**config.mk**
```make
export PLATFORM = sky130hd
export DESIGN_NAME = annexb_nal_start_code_splitter_core_flat
export DESIGN_NICKNAME = d
export VERILOG_FILES = /design/src/rtl/core/nalsc_pkg.sv /design/src/rtl/core/nalsc_in_if.sv /design/src/rtl/core/nalsc_out_if.sv /design/src/rtl/core/nalsc_front.sv /design/src/rtl/core/nalsc_queue.sv /design/src/rtl/core/nalsc_back.sv /design/src/rtl/core/annexb_nal_start_code_splitter_core.sv /design/src/flat_wrapper.sv
export SDC_FILE = /design/constraint.sdc
export NUM_CORES = 1
export LEC_CHECK = 0
export ABC_AREA = 1
export BUFFER_PORTS_ARGS = -buffer_cell sky130_fd_sc_hd__buf_2
export CAP_MARGIN = 20
export CORE_AREA = 2 2 153 155
export DETAILED_ROUTE_END_ITERATION = 7
export DIE_AREA = 0 0 155 157
export PLACE_DENSITY_LB_ADDON = 0.25
export SLEW_MARGIN = 20
export SYNTH_ARGS = -nofsm -noshare
export SYNTH_HDL_FRONTEND = slang
export SYNTH_SLANG_ARGS = --single-unit
```
**constraint.sdc**
```tcl
create_clock -name clk -period 8.9 [get_ports clk]
set_input_delay 0.89 -clock clk [delete_from_list [all_inputs] [get_ports clk]]
set_output_delay 0.89 -clock clk [all_outputs]
set_load 0.03 [all_outputs]
```
**src/rtl/core/nalsc_pkg.sv**
```systemverilog
// Package for the Annex B start code splitter.
// Holds parse phases, input codes, byte constants and the queue entry type.
// No dependencies.
`default_nettype none

package nalsc_pkg;

  localparam int unsigned MAX_UNIT_BYTES_DEF = 65536;
  localparam int unsigned QUEUE_DEPTH        = 4;

  localparam logic KIND_BYTE  = 1'b0;
  localparam logic KIND_FLUSH = 1'b1;

  localparam logic [7:0] BYTE_ZERO = 8'h00;
  localparam logic [7:0] BYTE_ONE  = 8'h01;
  localparam logic [7:0] BYTE_EPB  = 8'h03;

  typedef enum logic [2:0] {
    PH_SEARCH0,
    PH_SEARCH1,
    PH_SEARCH2,
    PH_HDR1,
    PH_HDR2,
    PH_PAYLOAD,
    PH_ZERO1,
    PH_ZERO2
  } phase_t;

  typedef enum logic [1:0] {
    TAIL_NONE,
    TAIL_END,
    TAIL_DROP,
    TAIL_EMU
  } tail_t;

  // One request's worth of results: leading zeros, an optional byte, a tail.
  typedef struct packed {
    logic [1:0]  zeros;
    logic        has_byte;
    tail_t       tail;
    logic [7:0]  data;
    logic [15:0] pos;
  } entry_t;

endpackage

`default_nettype wire

```
**src/rtl/core/nalsc_in_if.sv**
```systemverilog
// Input channel of the start code splitter: valid, ready and one stream request.
// Depends on nothing.
`default_nettype none

interface nalsc_in_if;
  logic       valid;
  logic       ready;
  logic       kind;
  logic [7:0] in_byte;

  modport source (output valid, output kind, output in_byte, input ready);
  modport sink (input valid, input kind, input in_byte, output ready);
endinterface

`default_nettype wire

```
**src/rtl/core/nalsc_out_if.sv**
```systemverilog
// Result channel of the start code splitter: valid, ready and one result.
// Depends on nothing.
`default_nettype none

interface nalsc_out_if;
  logic        valid;
  logic        ready;
  logic [7:0]  out_byte;
  logic        byte_valid;
  logic        unit_end;
  logic        unit_drop;
  logic        emulation_removed;
  logic [15:0] skip_position;
  logic        last;

  modport source (output valid, output out_byte, output byte_valid, output unit_end,
                  output unit_drop, output emulation_removed, output skip_position,
                  output last, input ready);
  modport sink (input valid, input out_byte, input byte_valid, input unit_end,
                input unit_drop, input emulation_removed, input skip_position,
                input last, output ready);
endinterface

`default_nettype wire

```
**src/rtl/core/nalsc_front.sv**
```systemverilog
// Front end: accepts stream requests, tracks the parse phase and unit counters,
// and pushes one queue entry per request that yields results. Uses nalsc_pkg.
`default_nettype none

module nalsc_front #(
  parameter int unsigned MAX_UNIT_BYTES = nalsc_pkg::MAX_UNIT_BYTES_DEF
) (
  input  wire logic         clk,
  input  wire logic         rst_n,
  nalsc_in_if.sink          in_chan,
  input  wire logic         q_full,
  output logic              q_push,
  output nalsc_pkg::entry_t q_entry
);

  localparam logic [15:0] PosLimit =
    ((MAX_UNIT_BYTES - 1) < 65535) ? 16'(MAX_UNIT_BYTES - 1) : 16'hFFFF;

  nalsc_pkg::phase_t phase_r, phase_nxt;
  logic [15:0] emitted_r, emitted_nxt;
  logic [15:0] skipped_r, skipped_nxt;

  logic        accept;
  logic [7:0]  b;
  logic [16:0] emu_sum;
  logic [15:0] emu_emitted;
  logic [15:0] emu_pos;

  function automatic logic [15:0] sat_add(input logic [15:0] v, input logic [1:0] k);
    logic [16:0] s;
    s = {1'b0, v} + {15'd0, k};
    return s[16] ? 16'hFFFF : s[15:0];
  endfunction

  assign in_chan.ready = !q_full;
  assign accept        = in_chan.valid && !q_full;
  assign b             = in_chan.in_byte;

  assign emu_emitted = sat_add(emitted_r, 2'd2);
  assign emu_sum     = {1'b0, emu_emitted} + {1'b0, skipped_r};
  assign emu_pos     = (emu_sum > {1'b0, PosLimit}) ? PosLimit : emu_sum[15:0];

  always_ff @(posedge clk) begin
    if (!rst_n) begin
      phase_r   <= nalsc_pkg::PH_SEARCH0;
      emitted_r <= '0;
      skipped_r <= '0;
    end else begin
      phase_r   <= phase_nxt;
      emitted_r <= emitted_nxt;
      skipped_r <= skipped_nxt;
    end
  end

  always_comb begin
    phase_nxt        = phase_r;
    emitted_nxt      = emitted_r;
    skipped_nxt      = skipped_r;
    q_push           = 1'b0;
    q_entry.zeros    = 2'd0;
    q_entry.has_byte = 1'b0;
    q_entry.tail     = nalsc_pkg::TAIL_NONE;
    q_entry.data     = b;
    q_entry.pos      = '0;
    if (accept) begin
      if (in_chan.kind == nalsc_pkg::KIND_FLUSH) begin
        phase_nxt   = nalsc_pkg::PH_SEARCH0;
        emitted_nxt = '0;
        skipped_nxt = '0;
        unique case (phase_r) inside
          nalsc_pkg::PH_PAYLOAD: begin
            q_push       = 1'b1;
            q_entry.tail = nalsc_pkg::TAIL_END;
          end
          nalsc_pkg::PH_ZERO1: begin
            q_push        = 1'b1;
            q_entry.zeros = 2'd1;
            q_entry.tail  = nalsc_pkg::TAIL_END;
          end
          nalsc_pkg::PH_ZERO2: begin
            q_push        = 1'b1;
            q_entry.zeros = 2'd2;
            q_entry.tail  = nalsc_pkg::TAIL_END;
          end
          nalsc_pkg::PH_HDR1, nalsc_pkg::PH_HDR2: begin
            q_push       = 1'b1;
            q_entry.tail = nalsc_pkg::TAIL_DROP;
          end
          default: begin
            q_push = 1'b0;
          end
        endcase
      end else begin
        unique case (phase_r)
          nalsc_pkg::PH_SEARCH0: begin
            phase_nxt = (b == nalsc_pkg::BYTE_ZERO) ? nalsc_pkg::PH_SEARCH1
                                                    : nalsc_pkg::PH_SEARCH0;
          end
          nalsc_pkg::PH_SEARCH1: begin
            phase_nxt = (b == nalsc_pkg::BYTE_ZERO) ? nalsc_pkg::PH_SEARCH2
                                                    : nalsc_pkg::PH_SEARCH0;
          end
          nalsc_pkg::PH_SEARCH2: begin
            if (b == nalsc_pkg::BYTE_ONE) begin
              phase_nxt   = nalsc_pkg::PH_HDR1;
              emitted_nxt = '0;
              skipped_nxt = '0;
            end else if (b != nalsc_pkg::BYTE_ZERO) begin
              phase_nxt = nalsc_pkg::PH_SEARCH0;
            end
          end
          nalsc_pkg::PH_HDR1: begin
            q_push           = 1'b1;
            q_entry.has_byte = 1'b1;
            emitted_nxt      = sat_add(emitted_r, 2'd1);
            phase_nxt        = nalsc_pkg::PH_HDR2;
          end
          nalsc_pkg::PH_HDR2: begin
            q_push           = 1'b1;
            q_entry.has_byte = 1'b1;
            emitted_nxt      = sat_add(emitted_r, 2'd1);
            phase_nxt        = nalsc_pkg::PH_PAYLOAD;
          end
          nalsc_pkg::PH_PAYLOAD: begin
            if (b == nalsc_pkg::BYTE_ZERO) begin
              phase_nxt = nalsc_pkg::PH_ZERO1;
            end else begin
              q_push           = 1'b1;
              q_entry.has_byte = 1'b1;
              emitted_nxt      = sat_add(emitted_r, 2'd1);
            end
          end
          nalsc_pkg::PH_ZERO1: begin
            if (b == nalsc_pkg::BYTE_ZERO) begin
              phase_nxt = nalsc_pkg::PH_ZERO2;
            end else begin
              q_push           = 1'b1;
              q_entry.zeros    = 2'd1;
              q_entry.has_byte = 1'b1;
              emitted_nxt      = sat_add(emitted_r, 2'd2);
              phase_nxt        = nalsc_pkg::PH_PAYLOAD;
            end
          end
          nalsc_pkg::PH_ZERO2: begin
            if (b == nalsc_pkg::BYTE_ZERO) begin
              q_push        = 1'b1;
              q_entry.zeros = 2'd1;
              emitted_nxt   = sat_add(emitted_r, 2'd1);
            end else if (b == nalsc_pkg::BYTE_EPB) begin
              q_push        = 1'b1;
              q_entry.zeros = 2'd1;
              q_entry.tail  = nalsc_pkg::TAIL_EMU;
              q_entry.pos   = emu_pos;
              emitted_nxt   = emu_emitted;
              skipped_nxt   = sat_add(skipped_r, 2'd1);
              phase_nxt     = nalsc_pkg::PH_PAYLOAD;
            end else if (b == nalsc_pkg::BYTE_ONE) begin
              q_push       = 1'b1;
              q_entry.tail = nalsc_pkg::TAIL_END;
              emitted_nxt  = '0;
              skipped_nxt  = '0;
              phase_nxt    = nalsc_pkg::PH_HDR1;
            end else begin
              q_push           = 1'b1;
              q_entry.zeros    = 2'd2;
              q_entry.has_byte = 1'b1;
              emitted_nxt      = sat_add(emitted_r, 2'd3);
              phase_nxt        = nalsc_pkg::PH_PAYLOAD;
            end
          end
          default: begin
            phase_nxt = nalsc_pkg::PH_SEARCH0;
          end
        endcase
      end
    end
  end

endmodule

`default_nettype wire

```
**src/rtl/core/nalsc_queue.sv**
```systemverilog
// Small entry queue between the front and back ends of the splitter.
// Uses nalsc_pkg for the entry type and depth.
`default_nettype none

module nalsc_queue (
  input  wire logic              clk,
  input  wire logic              rst_n,
  input  wire logic              push,
  input  wire nalsc_pkg::entry_t push_entry,
  output logic                   full,
  input  wire logic              pop,
  output logic                   head_valid,
  output nalsc_pkg::entry_t      head_entry
);

  localparam int unsigned Depth = nalsc_pkg::QUEUE_DEPTH;
  localparam int unsigned AddrW = $clog2(Depth);
  localparam int unsigned CntW  = $clog2(Depth + 1);

  nalsc_pkg::entry_t slots_r [Depth];
  logic [AddrW-1:0]  wr_ptr_r, rd_ptr_r;
  logic [CntW-1:0]   count_r;
  logic              do_push, do_pop;

  assign full       = (count_r == CntW'(Depth));
  assign head_valid = (count_r != '0);
  assign head_entry = slots_r[rd_ptr_r];
  assign do_push    = push && !full;
  assign do_pop     = pop && head_valid;

  always_ff @(posedge clk) begin
    if (!rst_n) begin
      wr_ptr_r <= '0;
      rd_ptr_r <= '0;
      count_r  <= '0;
    end else begin
      if (do_push) begin
        wr_ptr_r <= (wr_ptr_r == AddrW'(Depth - 1)) ? '0 : wr_ptr_r + 1'b1;
      end
      if (do_pop) begin
        rd_ptr_r <= (rd_ptr_r == AddrW'(Depth - 1)) ? '0 : rd_ptr_r + 1'b1;
      end
      if (do_push && !do_pop) begin
        count_r <= count_r + 1'b1;
      end else if (do_pop && !do_push) begin
        count_r <= count_r - 1'b1;
      end
    end
  end

  always_ff @(posedge clk) begin
    if (do_push) begin
      slots_r[wr_ptr_r] <= push_entry;
    end
  end

endmodule

`default_nettype wire

```
**src/rtl/core/nalsc_back.sv**
```systemverilog
// Back end: expands the queue head entry into one result per cycle while out_chan.ready is high.
// Uses nalsc_pkg for the entry type and tail codes.
`default_nettype none

module nalsc_back (
  input  wire logic              clk,
  input  wire logic              rst_n,
  input  wire logic              head_valid,
  input  wire nalsc_pkg::entry_t head_entry,
  output logic                   pop,
  nalsc_out_if.source            out_chan
);

  logic [1:0] idx_r;
  logic [1:0] total;
  logic       is_last;
  logic       in_zeros;
  logic       at_byte;
  logic       take;

  assign total    = head_entry.zeros + {1'b0, head_entry.has_byte}
                  + {1'b0, head_entry.tail != nalsc_pkg::TAIL_NONE};
  assign is_last  = (idx_r == total - 2'd1);
  assign in_zeros = (idx_r < head_entry.zeros);
  assign at_byte  = !in_zeros && head_entry.has_byte && (idx_r == head_entry.zeros);
  assign take     = head_valid && out_chan.ready;
  assign pop      = take && is_last;

  always_ff @(posedge clk) begin
    if (!rst_n) begin
      idx_r <= '0;
    end else if (take) begin
      idx_r <= is_last ? 2'd0 : idx_r + 2'd1;
    end
  end

  always_comb begin
    out_chan.valid             = head_valid;
    out_chan.last              = is_last;
    out_chan.out_byte          = nalsc_pkg::BYTE_ZERO;
    out_chan.byte_valid        = 1'b0;
    out_chan.unit_end          = 1'b0;
    out_chan.unit_drop         = 1'b0;
    out_chan.emulation_removed = 1'b0;
    out_chan.skip_position     = '0;
    if (in_zeros) begin
      out_chan.byte_valid = 1'b1;
    end else if (at_byte) begin
      out_chan.out_byte   = head_entry.data;
      out_chan.byte_valid = 1'b1;
    end else begin
      case (head_entry.tail)
        nalsc_pkg::TAIL_END:  out_chan.unit_end  = 1'b1;
        nalsc_pkg::TAIL_DROP: out_chan.unit_drop = 1'b1;
        nalsc_pkg::TAIL_EMU: begin
          out_chan.byte_valid        = 1'b1;
          out_chan.emulation_removed = 1'b1;
          out_chan.skip_position     = head_entry.pos;
        end
        default: out_chan.byte_valid = 1'b0;
      endcase
    end
  end

endmodule

`default_nettype wire

```
**src/rtl/core/annexb_nal_start_code_splitter_core.sv**
```systemverilog
// Top level of the Annex B start code splitter: front end, entry queue, back end.
// Uses nalsc_pkg, nalsc_in_if, nalsc_out_if, nalsc_front, nalsc_queue, nalsc_back.
//
// The block takes one stream byte or flush request per cycle while the queue is
// not full and drops 00 00 01 start codes and emulation prevention bytes. Each
// accepted request that yields results becomes one entry in a four-entry queue;
// the back end then sends that entry's one to three results in order, one each
// time the result port takes one; an entry's first result is offered once it is
// in the queue and at its head. Input ready drops only while the queue is full.
// skip_position saturates at the smaller of MAX_UNIT_BYTES - 1 and 65535.
`default_nettype none

module annexb_nal_start_code_splitter_core #(
  parameter int unsigned MAX_UNIT_BYTES = nalsc_pkg::MAX_UNIT_BYTES_DEF
) (
  input  wire logic   clk,
  input  wire logic   rst_n,
  nalsc_in_if.sink    in_chan,
  nalsc_out_if.source out_chan
);

  logic              q_push, q_full, q_pop, q_head_valid;
  nalsc_pkg::entry_t q_entry, q_head_entry;

  nalsc_front #(
    .MAX_UNIT_BYTES(MAX_UNIT_BYTES)
  ) u_front (
    .clk     (clk),
    .rst_n   (rst_n),
    .in_chan (in_chan),
    .q_full  (q_full),
    .q_push  (q_push),
    .q_entry (q_entry)
  );

  nalsc_queue u_queue (
    .clk        (clk),
    .rst_n      (rst_n),
    .push       (q_push),
    .push_entry (q_entry),
    .full       (q_full),
    .pop        (q_pop),
    .head_valid (q_head_valid),
    .head_entry (q_head_entry)
  );

  nalsc_back u_back (
    .clk        (clk),
    .rst_n      (rst_n),
    .head_valid (q_head_valid),
    .head_entry (q_head_entry),
    .pop        (q_pop),
    .out_chan   (out_chan)
  );

endmodule

`default_nettype wire
```
**src/flat_wrapper.sv**
```systemverilog
// flat-port wrapper written by rule: the top's interface ports become plain ports
module annexb_nal_start_code_splitter_core_flat 
#(
  parameter int unsigned MAX_UNIT_BYTES = nalsc_pkg::MAX_UNIT_BYTES_DEF
)
  (clk, rst_n, in_chan_valid, in_chan_kind, in_chan_in_byte, in_chan_ready, out_chan_valid, out_chan_out_byte, out_chan_byte_valid, out_chan_unit_end, out_chan_unit_drop, out_chan_emulation_removed, out_chan_skip_position, out_chan_last, out_chan_ready);
  nalsc_in_if in_chan_i ();
  nalsc_out_if out_chan_i ();
  input  wire logic clk;
  input  wire logic rst_n;
  input wire logic [$bits(in_chan_i.valid)-1:0] in_chan_valid;
  input wire logic [$bits(in_chan_i.kind)-1:0] in_chan_kind;
  input wire logic [$bits(in_chan_i.in_byte)-1:0] in_chan_in_byte;
  output wire logic [$bits(in_chan_i.ready)-1:0] in_chan_ready;
  output wire logic [$bits(out_chan_i.valid)-1:0] out_chan_valid;
  output wire logic [$bits(out_chan_i.out_byte)-1:0] out_chan_out_byte;
  output wire logic [$bits(out_chan_i.byte_valid)-1:0] out_chan_byte_valid;
  output wire logic [$bits(out_chan_i.unit_end)-1:0] out_chan_unit_end;
  output wire logic [$bits(out_chan_i.unit_drop)-1:0] out_chan_unit_drop;
  output wire logic [$bits(out_chan_i.emulation_removed)-1:0] out_chan_emulation_removed;
  output wire logic [$bits(out_chan_i.skip_position)-1:0] out_chan_skip_position;
  output wire logic [$bits(out_chan_i.last)-1:0] out_chan_last;
  input wire logic [$bits(out_chan_i.ready)-1:0] out_chan_ready;
  assign in_chan_i.valid = in_chan_valid;
  assign in_chan_i.kind = in_chan_kind;
  assign in_chan_i.in_byte = in_chan_in_byte;
  assign in_chan_ready = in_chan_i.ready;
  assign out_chan_valid = out_chan_i.valid;
  assign out_chan_out_byte = out_chan_i.out_byte;
  assign out_chan_byte_valid = out_chan_i.byte_valid;
  assign out_chan_unit_end = out_chan_i.unit_end;
  assign out_chan_unit_drop = out_chan_i.unit_drop;
  assign out_chan_emulation_removed = out_chan_i.emulation_removed;
  assign out_chan_skip_position = out_chan_i.skip_position;
  assign out_chan_last = out_chan_i.last;
  assign out_chan_i.ready = out_chan_ready;
  annexb_nal_start_code_splitter_core #(.MAX_UNIT_BYTES(MAX_UNIT_BYTES)) u_core (.clk(clk), .rst_n(rst_n), .in_chan(in_chan_i), .out_chan(out_chan_i));
endmodule
```
==> results of run 1 <==
==> worst max-delay path by stage <==
stage                    from                          to  slack, ns  depth (start not counted)
floorplan           flip-flop  out_chan_skip_position[10]       5.13                         14
global placement    flip-flop   u_core.u_queue.count_r[2]       4.66                         24
detailed placement  flip-flop   u_core.u_queue.count_r[2]       4.54                         24
CTS                 flip-flop   out_chan_skip_position[4]       4.11                         15
global route        flip-flop   out_chan_skip_position[4]       3.73                         15
finish              flip-flop   out_chan_skip_position[1]       4.12                         15
==> area by class of cell <==
| cell class | instances | area, µm² | area share [%] |
|---|---|---|---|
| timing repair buffer | 52 | 283 | 2.55 |
| sequential | 162 | 4410 | 39.8 |
| clock buffer | 17 | 425 | 3.84 |
| clock inverter | 15 | 168 | 1.51 |
| multi-input combinational | 951 | 4930 | 44.5 |
| tap | 285 | 357 | 3.22 |
| inverter | 133 | 507 | 4.58 |
==> Yosys cell counts, types with 2 or more instances <==
master,count
buf_1,8
o21ai_0,124
o31ai_1,2
o21a_1,2
nor3_4,2
nand3_1,97
a211oi_1,2
a21oi_2,18
nand2_1,274
clkinv_1,7
buf_4,4
nor2_4,6
nor2_2,7
nor2_1,185
clkbuf_1,13
buf_6,7
nor3_2,3
nand3_2,6
xor2_1,16
nand3b_1,3
buf_2,8
o22ai_1,4
or2_2,4
dfxtp_1,46
nand2_2,6
ha_1,35
a32oi_1,3
nand2_4,2
nor4_1,2
a31oi_1,7
xnor2_1,7
inv_1,113
nor2_8,2
o21bai_1,3
edfxtp_1,116
nor3_1,14
o211ai_1,8
nand4_1,11
inv_2,11
a21oi_1,86
fa_1,2
==> critical path, cell delays in order, from the launching register on <==
cell and delay [ns]:
dfxtp_2 0.32, buf_4 0.49, inv_1 0.35, buf_4 0.36
nand2_1 0.10, nand3_1 0.08, nand2_1 0.13, ha_1 0.26
a21oi_1 0.15, inv_1 0.09, nand4_2 0.23, nand2_1 0.15
nor2_2 0.13, inv_2 0.15, a21oi_1 0.18, buf_2 0.22
==> per-layer routing <==
metal,vias to the layer above,routed length (µm)
met5,-,0
met4,0,547
met3,38,1070
met2,241,11700
met1,4055,12000
li1,4398,-
==> state kept, by name (all words and copies together), names as in the netlist, named ones only <==
name and count:
u_core.u_queue.slots_r 116, u_core.u_queue.count_r 3, u_core.u_front.emitted_r 16, u_core.u_front.skipped_r 16, u_core.u_queue.wr_ptr_r 2, u_core.u_front.phase_r 3
u_core.u_queue.rd_ptr_r 2, u_core.u_back.idx_r 2
==> power by group through the flow <==
stage	registers, mW	clock network [mW]	logic [mW]
CTS	0.855	0.750	0.634
floorplan	0.869	0	0.480
finish	0.855	0.740	0.629
detailed placement	0.872	0	0.632
global placement	0.871	0	0.623
global route	0.858	0.786	0.701
==> cells by family (layout without fill, tap and decap cells) <==
| family | Yosys count | in the layout | synth area share [%] |
|---|---|---|---|
| and+or+nand+nor | 626 | 626 | 27.4 |
| AOI/OAI and AO/OA | 265 | 265 | 14.7 |
| buffers and inverters | 173 | 217 | 7.30 |
| DFF | 162 | 162 | 43.8 |
| adders and majority gates | 37 | 37 | 4.75 |
| xor gates and xnor gates | 23 | 23 | 2.00 |
==> through the flow <==
step	std cells	hold WS (ns)
3_5_place_dp	1583	0.491
2_1_floorplan	1286	0.459
6_report	1615	0.504
5_1_grt	1615	0.542
4_1_cts	1615	0.510
3_3_place_gp	1583	0.487
==> impl_results.md, run 1 <==
- DRC: 0
- Initial Utilization: between 40% and 50%
- DR vias/cell: between 5 and 6
- Vias in the first global route: 7,889
- Max cap viols: 0
- Postcts setup bufs: 0
- DP Area: 10,500 µm²
- Worst setup SP type: flip-flop
- Least-Margin Pin Slew: between 0.7 and 0.8 ns
- Cell count after synthesis: ~1,300
- HP Class: reg2reg
- Pwr per Cell Area: approximately 200 nW/µm²
- Number of fill cells in the layout: around 2,100
- Antenna violations before repair: 0
- Synth unique cells: approximately 50
- Endpoints failing setup: 0
- Post-Syn Area: about 10,000 µm²
- Nets: between 1,000 and 1,500
- Minimum clock period: 4.78 ns
- Internal power: 1.41 mW
- RR Endpoint: u_core.u_queue.count_r[2]
- Share of cells above drive strength 1: 12.0%
- Top cells by area in the synthesized netlist: edfxtp_1, nand2_1, dfxtp_1
- Met1 Usage GRT: between 20 and 30%
- Clk sinks: about 160
- H-tree depth: 4
- Post-route cell area: between 10,000 and 15,000 µm²
- CTS buffer count: 17
- Clk buf depth: 2
- Top_reg_cell synth: edfxtp_1
- #FFs+latches synth: 162
- N_diodes: 0
- WHS Endpoint: u_core.u_queue.count_r[2]
- DP HPWL: ~18,000 µm
- Minimum setup slack after placement: between 4 and 5 ns
- Most Used Layer, Global Route: met2
- Rel. slew slack: 52.2%
- Critical path type: reg2out
- Commonest non-fill, non-tap cell in the layout: nand2_1
- Period utilization: between 50% and 60%
- Clk pwr share: about 33%
- Lkg Pwr: about 4.6 nW
- Gpl congestion: a little over 0.9
- Final antenna-violating net count: 0
- Commonest non-fill, non-tap cells in the layout: nand2_1, nor2_1, o21ai_0
- EDFF count, synth: between 100 and 150
- Grt total ovfl: 0
- Die Footprint: 24,300 µm²
- Height of the die: between 150 and 200 µm
- Comb pwr share: approximately 28%
- Crit end category: primary output
- Largest net degree at the start of global routing: 60
- CTS Hold Buffers Added: 0
- Sw Ratio: a little over a third
- Synth-to-Final Area Change: 10.1%
- RSZ-0062 raised after global routing: false
- Pins over their slew limit: 0
- Hold path start: u_core.u_queue.count_r[2]
- GRT met2 Usage: 35.3%
- CTS Root Cell: clkbuf_16
- Worst Path Required: 8.01 ns
- Post-synthesis sequential area ratio: 43.8%
- DRT Pass-1 Iters: 5
- Ports: between 40 and 50
- Final WL: 25,300 µm
- Die Wd: 155 µm
- WL per Instance: around 16 µm
- Input/output buffers: 43
- Worst R2R Setup Slack: between 4 and 5 ns
- Worst skew pair latency: roughly 0.44 ns
- Hold-critical path depth: 2
- Post-synth top area cell: edfxtp_1
- Global-route wire length before repair: between 40,000 and 50,000 µm
- Clock-pin slew on the worst setup and hold paths: roughly 0.070 ns
- CORE AREA: 22,500 µm²
- Post-synth ARST share: 0%
- TritonCTS clock tree: yes
- Reg power frac: around 39%
- Worst Path Max Fanout: 59
- Setup ws final: a little over 4 ns
- Std-Cell Rows: 55
- GR Util All Layers: roughly a fifth
- Top cell type's share of synthesized area: about a third
- Fmax: around 0.21 GHz
- Switching power: between 0.8 and 0.9 mW
- Final hold vios: 0
- Outcome: finished clean
- DRT iter0 DRCs: roughly 660
- Maximum VDD drop: 0.115 mV
- DR vias: about 8,700
- Met3 GRT Util: under 10%
- FF-to-FF path depth: 24
- Syn avg cell area: 7.82 µm²
- Final Core Density: 49.2%
- Worst path arrival time: 3.89 ns
- TNS Setup: 0 ns
- Worst clock skew: roughly 0.015 ns
- Syn. warnings: 0
- Power, Total: roughly 2.2 mW
- Post-CTS Resized: 0
- Synthesized net count: between 1,000 and 1,500
(Power assumes the default switching activity.)
==> run 2, diff against run 1 <==
==> constraint.sdc (replaced) <==
create_clock -name clk -period 4.3 [get_ports clk]
set_input_delay 0.43 -clock clk [delete_from_list [all_inputs] [get_ports clk]]
set_output_delay 0.43 -clock clk [all_outputs]
set_load 0.03 [all_outputs]
==> impl_results.md, run 2 (synthesis results as in run 1) <==
- Outcome: finished clean
- CTS Hold Buffers Added: 0 (unchanged)
- DRT iter0 DRCs: 672 (+2.1%)
- DRT Pass-1 Iters: 5 (unchanged)
- Postcts setup bufs: 0 (unchanged)
- Setup ws final: 0.605 ns (-3.52 ns)
- Gpl congestion: 0.960 (+5.7%)
- Commonest non-fill, non-tap cells in the layout: nand2_1, nor2_1, o21ai_0
- Power, Total: 4.64 mW (+110%)
- Initial Utilization: 44.7% (unchanged)
- Biggest regs: u_core.u_queue.slots_r: 116 flops, u_core.u_front.emitted_r: 16 flops, u_core.u_front.skipped_r: 16 flops
- Max reg flops: 116 (unchanged)
- CTS Root Cell: clkbuf_16
- Maximum VDD drop: 0.257 mV (+120%)
- Std-Cell Rows: 55 (unchanged)
- RSZ-0062 raised after global routing: false
- DP Cell Count: 1,585 (+0.13%)
- Endpoints failing setup: 0 (unchanged)
- Ports: 44 (unchanged)
- H-tree depth: 4 (unchanged)
- Die Footprint: 24,300 µm² (unchanged)
- Fmax: roughly 0.27 GHz
- Height of the die: 157 µm (unchanged)
- Least-Margin Pin Slew: 0.799 ns (+0.0844 ns)
- Worst path arrival time: 3.91 ns (+0.02 ns)
- GR Util All Layers: 22.7% (+1.4 points)
- Die Wd: 155 µm (unchanged)
- Commonest non-fill, non-tap cell in the layout: nand2_1
- Minimum clock period: around 3.7 ns
- Grt total ovfl: 0 (unchanged)
- Number of fill cells in the layout: 2,198 (+2.4%)
- TNS Setup: 0 ns (unchanged)
- TritonCTS clock tree: yes
- Clock-pin slew on the worst setup and hold paths: 0.08 ns (about the same)
- Global-route wire length before repair: 43,600 µm (+6.1%)
- Final WL: 27,000 µm (+6.6%)
- Max cap viols: 0 (unchanged)
- Post-route insts no fill: 1,617 (+0.12%)
- Pwr per Cell Area: 418 nW/µm² (+110%)
- Synth-to-Final Area Change: 10.5%
- Rel. slew slack: 46.6% (-5.6 points)
- N_diodes: 0 (unchanged)
- Worst Path Required: 4.52 ns (-3.49 ns)
- Clk sinks: 162 (unchanged)
- Clk buf depth: 2 (unchanged)
- Lkg Pwr: 4.60 nW (+0.45%)
- Input/output buffers: 43 (unchanged)
- Worst skew pair latency: 0.44 ns (about the same)
- Min Hold Slack: 0.233 ns (-0.272 ns)
- Vias in the first global route: 8,358 (+5.9%)
- DR vias/cell: 5.40 (-0.12%)
- Crit end category: flip-flop
- Final hold vios: 0 (unchanged)
- HP Class: in2reg
- DR vias: 8,732 (unchanged)
- Post-CTS Resized: 0 (unchanged)
- CORE AREA: 22,500 µm² (unchanged)
- Worst clock skew: 0.0170 ns (+0.00217 ns)
- Pins over their slew limit: 0 (unchanged)
- Final antenna-violating net count: 0 (unchanged)
- Biggest register: u_core.u_queue.slots_r
- CTS buffer count: 17 (unchanged)
- DP HPWL: 19,100 µm (+8.1%)
- Nets: 1,369 (+0.15%)
- DRC: 0 (unchanged)
- Share of cells above drive strength 1: 12.2% (+0.21 points)
- Worst setup SP type: flip-flop
- WL per Instance: 16.7 µm (+6.4%)
- Worst Path Max Fanout: 12 (-80%)
- Antenna violations before repair: 1 (+1)
- Largest net degree at the start of global routing: 51 (-15%)
- Period utilization: 85.9%
- Critical path type: reg2reg
- Minimum setup slack after placement: 0.651 ns (-3.89 ns)
run 2: cell count changes in the layout (fill, tap and decap cells not counted):
cell	before	now
buf_4	9	11
bufinv_16	1	0
clkinv_1	8	7
clkinv_4	1	2
clkinv_8	2	6
clkinvlp_4	2	1
inv_12	0	1
inv_6	6	2
inv_8	3	4
run 2: per-stage QoR:
stage          utilization (%)  cell area [µm²]
5_1_grt                   49.4            11100
2_1_floorplan                -            10100
3_3_place_gp              46.6            10500
4_1_cts                   49.4            11100
6_report                  49.4            11100
3_5_place_dp              46.6            10500
run 2: area by class of cell:
type	instances	area, µm²	share of cell area, %
multi-input combinational	951	4930	44.3
sequential	162	4410	39.6
inverter	133	507	4.56
clock buffer	17	425	3.83
tap	285	357	3.21
timing repair buffer	54	298	2.68
clock inverter	15	193	1.73
run 2: report_power, final:
| part | internal [mW] | switching, mW |
|---|---|---|
| Sequential | 1.73 | 0.0517 |
| Clock | 0.794 | 0.759 |
| Combinational | 0.373 | 0.934 |
run 2: per-layer routing:
metal / part of all wire, % / GRT usage (%) / routed length [µm]
met2: 47 / 38.4 / 12700
met1: 47 / 29.9 / 12600
met3: 4.5 / 3.88 / 1210
met4: 1.6 / 6.61 / 444
met5: 0.048 / 0 / 13
run 2: path summary, 6_finish.rpt:
kind                                     from                       endpoint  slack, ns  depth (start not counted)
hold / removal             in_chan_in_byte[6]  u_core.u_queue.slots_r[3][22]       0.23                          1
setup / recovery  u_core.u_front.emitted_r[2]  u_core.u_queue.slots_r[1][12]       0.61                         16
hold reg to reg     u_core.u_queue.count_r[2]      u_core.u_queue.count_r[2]       0.50                          2
setup reg to reg  u_core.u_front.emitted_r[2]  u_core.u_queue.slots_r[1][12]       0.61                         16
run 2: worst max-delay path, stage by stage (launching register included):
cell and delay [ns]:
dfxtp_1 0.54, nand2_1 0.15, nor2_1 0.25, nand2_2 0.12, inv_2 0.10, nand2_2 0.21
nand2_1 0.16, ha_1 0.20, fa_1 0.21, nand3_1 0.09, nand3_1 0.11, a21oi_1 0.14
o21bai_1 0.20, nand3_1 0.09, nand2_1 0.18, clkinv_1 0.32, a31oi_1 0.42
==> run 3, diff against run 2 <==
--- a/config.mk
+++ b/config.mk
@@ -9,6 +9,7 @@
 export BUFFER_PORTS_ARGS = -buffer_cell sky130_fd_sc_hd__buf_2
 export CAP_MARGIN = 20
 export CORE_AREA = 2 2 153 155
+export CTS_CLUSTER_DIAMETER = 150
 export DETAILED_ROUTE_END_ITERATION = 7
 export DIE_AREA = 0 0 155 157
 export PLACE_DENSITY_LB_ADDON = 0.25
==> constraint.sdc (replaced) <==
create_clock -name clk -period 3.5 [get_ports clk]
set_input_delay 0.35 -clock clk [delete_from_list [all_inputs] [get_ports clk]]
set_output_delay 0.35 -clock clk [all_outputs]
set_load 0.03 [all_outputs]
==> impl_results.md, run 3 (synthesis results as in run 1) <==
- Antenna violations before repair: 0 (-1)
- Crit-path most repeated cell: nand2_1
- Final antenna-violating net count: 0 (unchanged)
- Number of fill cells in the layout: 2,120 (-3.5%)
- Nets: 1,393 (+1.8%)
- DR vias: 8,816 (+0.96%)
- Crit end category: primary output
- Sw Ratio: 37.7% (+0.15 points)
- Endpoints failing setup: 0 (unchanged)
- Least-Margin Pin Slew: 0.726 ns (-0.0730 ns)
- DR vias/cell: 5.37 (-0.51%)
- Grt total ovfl: 0 (unchanged)
- Min Hold Slack: 0.160 ns (-0.0732 ns)
- Biggest register: u_core.u_queue.slots_r
- Period utilization: 94.1%
- Worst Path Required: 3.15 ns (-1.37 ns)
- CTS buffer count: 17 (unchanged)
- Die Footprint: 24,300 µm² (unchanged)
- Share of cells above drive strength 1: 15.4% (+3.3 points)
- Fmax: 0.304 GHz
- CORE AREA: 22,500 µm² (unchanged)
- Die Wd: 155 µm (unchanged)
- N_diodes: 0 (unchanged)
- Biggest regs: u_core.u_queue.slots_r: 116 flops, u_core.u_front.emitted_r: 16 flops, u_core.u_front.skipped_r: 16 flops
- Critical path type: reg2out
- DP HPWL: 18,400 µm (-3.5%)
- Max cap viols: 0 (unchanged)
- CTS Root Cell: clkbuf_16
- Top delay family on crit path: simple AND/OR/NAND/NOR gates
- Lkg Pwr: 4.75 nW (+3.2%)
- Met1 wire length: 11,900 µm (-5.5%)
- Worst skew pair latency: 0.43 ns (about the same)
- Top Metal Used: met4
- HP Class: in2reg
- Final hold vios: 0 (unchanged)
- Worst path arrival time: 2.94 ns (-0.97 ns)
- Synth-to-Final Area Change: 13.8%
- Clk buf depth: 2 (unchanged)
- Vias in the first global route: 8,238 (-1.4%)
- Minimum clock period: around 3.3 ns
- Worst clock skew: 0.0151 ns (-0.00192 ns)
- Largest net degree at the start of global routing: 47 (-7.8%)
- CP peak stage delay: 0.37 ns (-0.17 ns)
- Global-route wire length before repair: 42,800 µm (-1.9%)
- Outcome: finished clean
- Clk pwr share: 32.8% (-0.7 points)
- DRC: 0 (unchanged)
- Comb pwr share: 29.8% (+1.7 points)
- Cell-by-cell trace of the critical path: inv_6, buf_12, nand2_1, nand3_1, nand2_1, ha_1, a21oi_1, inv_1, nand4_4, nand2_1, nor2_4, inv_4, a21oi_1, clkbuf_4
- Input/output buffers: 43 (unchanged)
- Post-route cell area: 11,400 µm² (+3.0%)
- Height of the die: 157 µm (unchanged)
- Gpl congestion: 0.919 (-4.3%)
- Initial Utilization: 44.7% (unchanged)
- H-tree depth: 4 (unchanged)
- Commonest non-fill, non-tap cells in the layout: nand2_1, nor2_1, o21ai_0
- GR Util All Layers: 22.1% (-0.58 points)
- Maximum VDD drop: 0.300 mV (+17%)
- Max reg flops: 116 (unchanged)
- Clk sinks: 162 (unchanged)
- Power, Total: 5.85 mW (+26%)
- Final WL: 26,500 µm (-1.9%)
- Ports: 44 (unchanged)
- Internal power: 3.64 mW (+26%)
- Met2 wire len: 12,500 µm (-1.7%)
- Clock-pin slew on the worst setup and hold paths: 0.07 ns (about the same)
- Worst Path Max Fanout: 42 (+30)
- Worst setup SP type: flip-flop
- WL per Instance: 16.1 µm (-3.3%)
- Switching power: 2.21 mW (+27%)
- DRT Pass-1 Iters: 6 (+1)
- Pins over their slew limit: 0 (unchanged)
- Buf+Inv Stages, Crit Path: 5 (+3)
- Final Core Density: 50.9% (+1.5 points)
- Pwr per Cell Area: 511 nW/µm² (+22%)
- Std-Cell Rows: 55 (unchanged)
- Commonest non-fill, non-tap cell in the layout: nand2_1
- DP Area: 10,700 µm² (+1.5%)
- TritonCTS clock tree: yes
- CP max stage cell: dfxtp_4
- Rel. slew slack: 51.5% (+4.9 points)
- Reg power frac: 37.4% (-1.0 points)
- DRT iter0 DRCs: 669 (-0.45%)
- Metal3 WL: 1460 µm (+21%)
-- run 3: cell count changes in the layout (fill, tap and decap cells not counted), moves of 4 or more --
cell / before / now
buf_4: 11 / 31
a31oi_1: 7 / 2
a31oi_2: 0 / 5
inv_6: 2 / 6
o21ai_0: 124 / 120
o21ai_1: 1 / 5
-- run 3: power by group through the flow --
stage,registers [mW],logic [mW],clock network [mW]
detailed placement,2.23,1.64,0
global route,2.20,1.93,2.04
CTS,2.18,1.67,1.95
finish,2.19,1.74,1.92
floorplan,2.21,1.23,0
global placement,2.23,1.63,0
-- run 3: final timing paths --
| path | slack (ns) | to | startpoint | cells past startpoint |
|---|---|---|---|---|
| hold reg to reg | 0.51 | u_core.u_front.emitted_r[2] | u_core.u_front.emitted_r[2] | 2 |
| setup reg to reg | 0.23 | u_core.u_queue.slots_r[3][0] | u_core.u_front.emitted_r[7] | 15 |
| hold / removal | 0.16 | u_core.u_queue.slots_r[2][20] | in_chan_in_byte[4] | 1 |
| setup / recovery | 0.21 | out_chan_skip_position[2] | flip-flop | 14 |
-- run 3: routing by layer --
| layer | vias up | track usage, % |
|---|---|---|
| li1 | 4450 | - |
| met5 | - | 0 |
| met4 | 0 | 8.02 |
| met1 | 4067 | 29.1 |
| met2 | 262 | 37.1 |
| met3 | 37 | 3.36 |
-- run 3: cell type report --
cell class | instances | area (µm²) | area share (%)
clock buffer | 17 | 425 | 3.72
clock inverter | 15 | 201 | 1.76
inverter | 133 | 520 | 4.55
multi-input combinational | 951 | 5030 | 43.9
sequential | 162 | 4410 | 38.5
tap | 285 | 357 | 3.12
timing repair buffer | 77 | 495 | 4.33
timing repair inverter | 1 | 7.51 | 0.0656
-- run 3: timing repair --
item,in CTS,in global routing
endpoints found under the setup margin,16,82
pin swaps,0,8
hold buffers,0,0
buffers inserted,0,2
cloned,0,1
resized for setup,4,41
-- run 3: metrics by stage --
| step | setup TNS [ns] | instances | worst slack [ns] |
|---|---|---|---|
| floorplan | 0 | 1286 | 0.0188 |
| global placement | 0 | 1606 | 0.151 |
| detailed placement | 0 | 1606 | 0.0663 |
| CTS | 0 | 1638 | 0.0119 |
| global route | -0.118 | 1641 | -0.0482 |
| finish | 0 | 1641 | 0.207 |
